$ cat config.mk
export PLATFORM = sky130hd
export DESIGN_NAME = rhal_ctrl
export DESIGN_NICKNAME = d
export VERILOG_FILES = /design/src/hw/rtl/rhal_pkg.sv /design/src/hw/rtl/rhal_ctrl.sv
export SDC_FILE = /design/constraint.sdc
export NUM_CORES = 1
export LEC_CHECK = 0
export BUFFER_PORTS_ARGS = -buffer_cell sky130_fd_sc_hd__buf_2
export CORE_AREA = 2 2 39 41
export CTS_CLUSTER_SIZE = 8
export DETAILED_ROUTE_END_ITERATION = 6
export DIE_AREA = 0 0 41 43
export PLACE_DENSITY = 0.33
export SETUP_SLACK_MARGIN = 0.05
export SYNTH_ARGS = -nofsm -noshare
export SYNTH_HDL_FRONTEND = slang
export SYNTH_SLANG_ARGS = --single-unit
$ cat constraint.sdc
create_clock -name clk_i -period 1.4 [get_ports clk_i]
set_clock_uncertainty 0.05 [all_clocks]
set_input_delay 0.07 -clock clk_i [delete_from_list [all_inputs] [get_ports clk_i]]
set_output_delay 0.07 -clock clk_i [all_outputs]
set_load 0.02 [all_outputs]
$ cat src/hw/rtl/rhal_pkg.sv
// Types and codes shared by the handle allocator modules.
package rhal_pkg;

  localparam logic [1:0] CMD_NEW    = 2'd0;
  localparam logic [1:0] CMD_ADD    = 2'd1;
  localparam logic [1:0] CMD_DROP   = 2'd2;
  localparam logic [1:0] CMD_LOOKUP = 2'd3;

  localparam logic [2:0] ST_OK        = 3'd0;
  localparam logic [2:0] ST_BAD_TYPE  = 3'd1;
  localparam logic [2:0] ST_FULL      = 3'd2;
  localparam logic [2:0] ST_NOT_LIVE  = 3'd3;
  localparam logic [2:0] ST_SATURATED = 3'd4;

  localparam logic [7:0] MAX_TYPE_RESET = 8'd8;
  localparam int unsigned REC_BITS = 40;

  typedef struct packed {
    logic [1:0]  command;
    logic [7:0]  handle;
    logic [7:0]  type_code;
    logic [31:0] element_count;
  } in_item_t;

  typedef struct packed {
    logic [2:0]  status;
    logic [7:0]  result_handle;
    logic [15:0] ref_count;
    logic        freed;
    logic        live;
    logic [7:0]  record_type;
    logic [31:0] record_count;
  } out_item_t;

  typedef struct packed {
    logic capture;
    logic commit;
  } ctrl_cmd_t;

endpackage

$ cat src/hw/rtl/rhal_ctrl.sv
// Controller of the handle allocator: command sequencing and output valid.
module rhal_ctrl
  import rhal_pkg::*;
(
  input  logic      clk_i,
  input  logic      rst_ni,
  input  logic      in_valid_i,
  output logic      in_stall_o,
  output logic      out_valid_o,
  input  logic      out_stall_i,
  output ctrl_cmd_t cmd_o
);

  typedef enum logic [1:0] {
    S_IDLE = 2'b01,
    S_EXEC = 2'b10
  } state_e;

  state_e state_q, state_d;
  logic   out_valid_q, out_valid_d;
  logic   capture, commit;

  assign capture = (state_q == S_IDLE) && in_valid_i;
  // The execute step finishes only once the output register is free or is being emptied.
  assign commit  = (state_q == S_EXEC) && (!out_valid_q || !out_stall_i);

  always_comb begin
    state_d = state_q;
    case (state_q)
      S_IDLE: begin
        if (capture) begin
          state_d = S_EXEC;
        end
      end
      S_EXEC: begin
        if (commit) begin
          state_d = S_IDLE;
        end
      end
      default: begin
        state_d = S_IDLE;
      end
    endcase
  end

  always_comb begin
    out_valid_d = out_valid_q;
    if (commit) begin
      out_valid_d = 1'b1;
    end else if (out_valid_q && !out_stall_i) begin
      out_valid_d = 1'b0;
    end
  end

  always_ff @(posedge clk_i or negedge rst_ni) begin
    if (!rst_ni) begin
      state_q     <= S_IDLE;
      out_valid_q <= 1'b0;
    end else begin
      state_q     <= state_d;
      out_valid_q <= out_valid_d;
    end
  end

  assign in_stall_o    = (state_q != S_IDLE);
  assign out_valid_o   = out_valid_q;
  assign cmd_o.capture = capture;
  assign cmd_o.commit  = commit;

endmodule

==> results.yml, run 1 <==
placed_design:
  globalplace.congestion: 0.533
  portBuffers: 7
  dp_hpwl_um: 241
  placedCellCount: 35
  place_area_um2: 184
  pre_cts_slack_ns: 0.328
routing:
  first_pass_iters: 4
  wl_um: 314
  wl_per_cell_um: 7.85
  drt_iter0_markers: 1
  via_per_inst: 3.23
  postRouteAntennaNets: 0
  num_vias: 129
  drc: 0
die:
  dieArea_um2: 1760
  die_h_um: 43
  die_x_um: 41
  row_count: 14
  coreArea_um2: 1380
  io_pins: 8
  initial_core_util_pct: 10.4
timing:
  max-slew-margin-rel_pct: 89.0
  final_max_slew_viol_count: 0
  holdWs_ns: 0.0507
  hold_viol_final: 0
  finalCritPeriodShare_pct: 94.1
  setup_viol: 0
  fin_setup_tns_ns: 0
  tightest_slew_ns: 0.165
  fmax_mhz: 759
  fin_ws_ns: 0.0826
  rsz0062_at_grt: "false"
  timing.final.crit_period_ns: 1.32
critical_path:
  r2r_start: "state_q[0]"
  crit_path_max_fanout: 3
  start_kind: "register"
  endpoint_kind: "primary output"
  worst-endpoint-required_ns: 1.28
  path_class: "reg2out"
  reg2reg_depth: 2
  r2r_setup_slack_ns: 0.48
  r2r_end: "state_q[1]"
  arrival_ns: 1.20
yosys:
  ys_seq_area_share_pct: 53.0
  yosysWarnings: 0
  synth.net_count: 18
  synthCells: 14
  syn-cell-area_um2: 144
  syn_avg_cell_area_um2: 10.3
  ys_seq_elements: 3
  synth_cell_type_count: 10
finish:
  final_nets: 29
  post-route-util_pct: 15.9
  final_common_cell: "buf_2"
  final_cell_area_um2: 220
  final_cells: 40
  drive_gt1_share_pct: 54.2
  n_antenna_cell: 0
  synthToLayoutAreaGrowth_pct: 53.0
  layout_common_cells: "buf_2 (7), nand2_1 (3), clkbuf_4 (3)"
grt:
  antenna_found_initial: 0
  grtUsageTotal_pct: 4.43
  grt_first_pass_wirelength_um: 414
  grt-ovfl-total: 0
  grt_start_max_net_pins: 6
  grt_pass1_vias: 119
job:
  cap_violations: 0
power:
  p_per_area_nw_per_um2: 1470
  power.switching_mw: 0.0892
  power_mw: 0.323
  clkPwrFrac_pct: 46.3
  p_int_mw: 0.234
  leakagePower_nw: 0.113
  switching_share_pct: 27.6
  comb_power_share_pct: 19.8
  ir_drop_mv: 0.286
  power_frac_seq_pct: 33.9
min_path:
  hp-start: "out_stall_i"
  holdPathEnd: "out_valid_o"
  worstHoldPathCells: 3
  min_path_type: "in2reg"
clock_tree:
  htreeDepth: 1
  clk_latency_ns: 0.23
  cts.clk_slew.worst_paths_ns: 0.04
  cts_buffers: 3
  post_cts_buffers: 0
  cts-root-buf: "clkbuf_4"
  cts_buffer_depth: 2
  post_cts_resized: 0
  hold_buffers: 1
  cts_tree: "built"
  cts.sinks: 3
run_status:
  outcome: "finished, final reports clean"
area by class of cell:
class,count,area (um^2)
Tap cell,16,20.0
Fill cell,150,1160
Sequential cell,3,76.3
Timing Repair Buffer,8,45.0
Clock buffer,4,26.3
Multi-Input combinational cell,9,52.6
Yosys cell counts, drive strengths merged:
library cell | number | area, um^2
or2b | 1 | 8.76
nand2b | 1 | 8.76
buf | 2 | 15.0
o22ai | 1 | 6.26
dfstp | 1 | 26.3
a21oi | 1 | 5.00
o22a | 1 | 8.76
nor2 | 1 | 3.75
dfrtp | 2 | 50.1
nand2 | 3 | 11.3
state kept, by name, indices dropped and copies added, names as in the netlist:
signal / cells
out_valid_o: 1
state_q: 2
layer usage:
layer  routed length [um]  GRT usage (%)  share of wire [%]  vias to the layer above
li1                     -              -                  -                       64
met1                  134           3.90                 43                       57
met2                  127           4.38                 40                        8
met3                   52           3.14                 17                        0
met4                    0           8.00                  0                        0
met5                    0              0                  0                        -
kinds of logic after synthesis:
| family | synth area share, % |
|---|---|
| buffers and inverters | 10.4 |
| flip-flops | 53.0 |
| AND/OR/NAND/NOR | 22.6 |
| AO/OA/AOI/OAI | 13.9 |
worst max path at each step:
stage | start | end | cells after the start
after floorplan | state_q[0] | in_stall_o | 1
final | state_q[0] | in_stall_o | 2
after detailed placement | state_q[0] | in_stall_o | 2
after CTS | state_q[0] | in_stall_o | 2
after global routing | state_q[0] | in_stall_o | 2
after global placement | state_q[0] | in_stall_o | 2
worst max-delay path, stage by stage, from the launching register on:
cell and delay [ns]:
dfstp_2 0.52, or2b_2 0.29, buf_2 0.16
power by group through the flow:
stage | logic [mW] | registers [mW] | clock network [mW]
finish | 0.0640 | 0.109 | 0.150
global placement | 0.0607 | 0.110 | 0
floorplan | 0.0426 | 0.114 | 0
global route | 0.0691 | 0.111 | 0.165
CTS | 0.0648 | 0.109 | 0.158
detailed placement | 0.0627 | 0.110 | 0
No activity file was read; power rests on OpenSTA's default activity.
==> run 2, diff against run 1 <==
--- a/config.mk
+++ b/config.mk
@@ -10,6 +10,7 @@
 export CTS_CLUSTER_SIZE = 8
 export DETAILED_ROUTE_END_ITERATION = 6
 export DIE_AREA = 0 0 41 43
+export HOLD_SLACK_MARGIN = 0.08
 export PLACE_DENSITY = 0.33
 export SETUP_SLACK_MARGIN = 0.05
 export SYNTH_ARGS = -nofsm -noshare
==> constraint.sdc (replaced) <==
create_clock -name clk_i -period 1.3 [get_ports clk_i]
set_clock_uncertainty 0.05 [all_clocks]
set_input_delay 0.065 -clock clk_i [delete_from_list [all_inputs] [get_ports clk_i]]
set_output_delay 0.065 -clock clk_i [all_outputs]
set_load 0.02 [all_outputs]
==> results.yml, run 2 (same netlist as run 1, synthesis figures left out) <==
clock_tree:
  cts_tree: "built"
  cts.clk_slew.worst_paths_ns: 0.04
  cts_buffers: 3
  cts_buffer_depth: 2
  clk_latency_ns: 0.23
  htreeDepth: 1
  cts-root-buf: "clkbuf_4"
  cts.sinks: 3
  post_cts_buffers: 0
finish:
  layout_common_cells: "buf_2 (5), nand2_1 (3), clkbuf_4 (3)"
  n_antenna_cell: 0
  top_register: "state_q"
  drive_gt1_share_pct: 52.0
  final_common_cell: "buf_2"
  fillCellCount: 149
  final_cells: 41
  largest_reg_flops: 2
  synthToLayoutAreaGrowth_pct: 67.8
  final_nets: 30
timing:
  tightest_slew_ns: 0.170
  final_max_slew_viol_count: 0
  fin_ws_ns: 0.0484
  fin_setup_tns_ns: 0
  finalCritPeriodShare_pct: 96.3
  fmax_mhz: 799
  rsz0062_at_grt: "true"
  hold_viol_final: 0
  timing.final.crit_period_ns: 1.25
  max-slew-margin-rel_pct: 88.7
  setup_viol: 0
power:
  p_int_mw: 0.266
  comb_power_share_pct: 23.2
  power_mw: 0.364
  switching_share_pct: 26.8
  p_per_area_nw_per_um2: 1510
  power_frac_seq_pct: 32.5
  ir_drop_mv: 0.313
  leakagePower_nw: 0.120
  power.switching_mw: 0.0975
  clkPwrFrac_pct: 44.3
grt:
  grt_start_max_net_pins: 6
  grt_pass1_vias: 133
  grt_first_pass_wirelength_um: 455
  grtUsageTotal_pct: 4.73
  antenna_found_initial: 0
  grt-ovfl-total: 0
routing:
  postRouteAntennaNets: 0
  num_vias: 135
  first_pass_iters: 4
  wl_um: 319
  wl_met3_um: 51
  via_per_inst: 3.29
  drc: 0
  routed.top_layer: "met3"
  met2_length_um: 133
  met1Wirelength_um: 134
  drt_iter0_markers: 1
  wl_per_cell_um: 7.78
placed_design:
  placedCellCount: 35
  pre_cts_slack_ns: 0.233
  dp_hpwl_um: 241
  portBuffers: 7
  globalplace.congestion: 0.533
die:
  row_count: 14
  io_pins: 8
  die_h_um: 43
  initial_core_util_pct: 10.4
  dieArea_um2: 1760
  coreArea_um2: 1380
  die_x_um: 41
critical_path:
  worst-endpoint-required_ns: 1.19
  crit_path_max_fanout: 3
  r2r_end: "state_q[1]"
  start_kind: "register"
  reg2reg_depth: 2
  r2r_setup_slack_ns: 0.38
  path_class: "reg2out"
  r2r_start: "state_q[0]"
  arrival_ns: 1.14
  endpoint_kind: "primary output"
job:
  cap_violations: 0
min_path:
  min_path_type: "in2async"
run_status:
  outcome: "finished, final reports clean"
## run 2: how the worst max path moves through the flow
stage,startpoint,to,cells past startpoint
after global placement,state_q[0],in_stall_o,2
final,state_q[0],in_stall_o,2
after CTS,state_q[0],in_stall_o,2
after floorplan,state_q[0],in_stall_o,1
after detailed placement,state_q[0],in_stall_o,2
after global routing,state_q[0],in_stall_o,2
## run 2: final cells by class
class / instances / area, um^2 / area share [%]
timing repair buffer: 9 / 63.8 / 26.4
tap: 16 / 20.0 / 8.29
sequential: 3 / 76.3 / 31.6
multi-input combinational: 9 / 55.1 / 22.8
clock buffer: 4 / 26.3 / 10.9
## run 2: worst max-delay path: stages (launching register included)
cell,delay (ns)
dfstp_2,0.52
or2b_4,0.26
buf_6,0.13
## run 2: power by group through the flow
stage	combinational [mW]	sequential, mW	clock [mW]
CTS	0.0834	0.118	0.170
floorplan	0.0459	0.122	0
finish	0.0843	0.118	0.161
global placement	0.0654	0.118	0
detailed placement	0.0675	0.119	0
global route	0.0906	0.120	0.178
## run 2: repair_timing
action                                  4_1_cts  5_1_grt
hold buffers                                  2        0
gates resized for setup                       3        1
endpoints found under the setup margin        1        3
pin swaps                                     0        0
hold endpoints to repair                      4        0
## run 2: through the flow
| step | instance area (um^2) | util, % | hold slack (ns) |
|---|---|---|---|
| floorplan | 144 | - | -0.281 |
| global placement | 184 | 13.3 | -0.189 |
| detailed placement | 184 | 13.3 | -0.184 |
| CTS | 239 | 17.3 | 0.102 |
| global route | 241 | 17.5 | 0.119 |
| finish | 241 | 17.5 | 0.110 |
## run 2: metal layers
layer / GRT usage [%] / vias to the layer above
li1: - / 66
met1: 4.22 / 61
met3: 3.14 / 0
met5: 0 / -
met2: 5.00 / 8
met4: 8.00 / 0
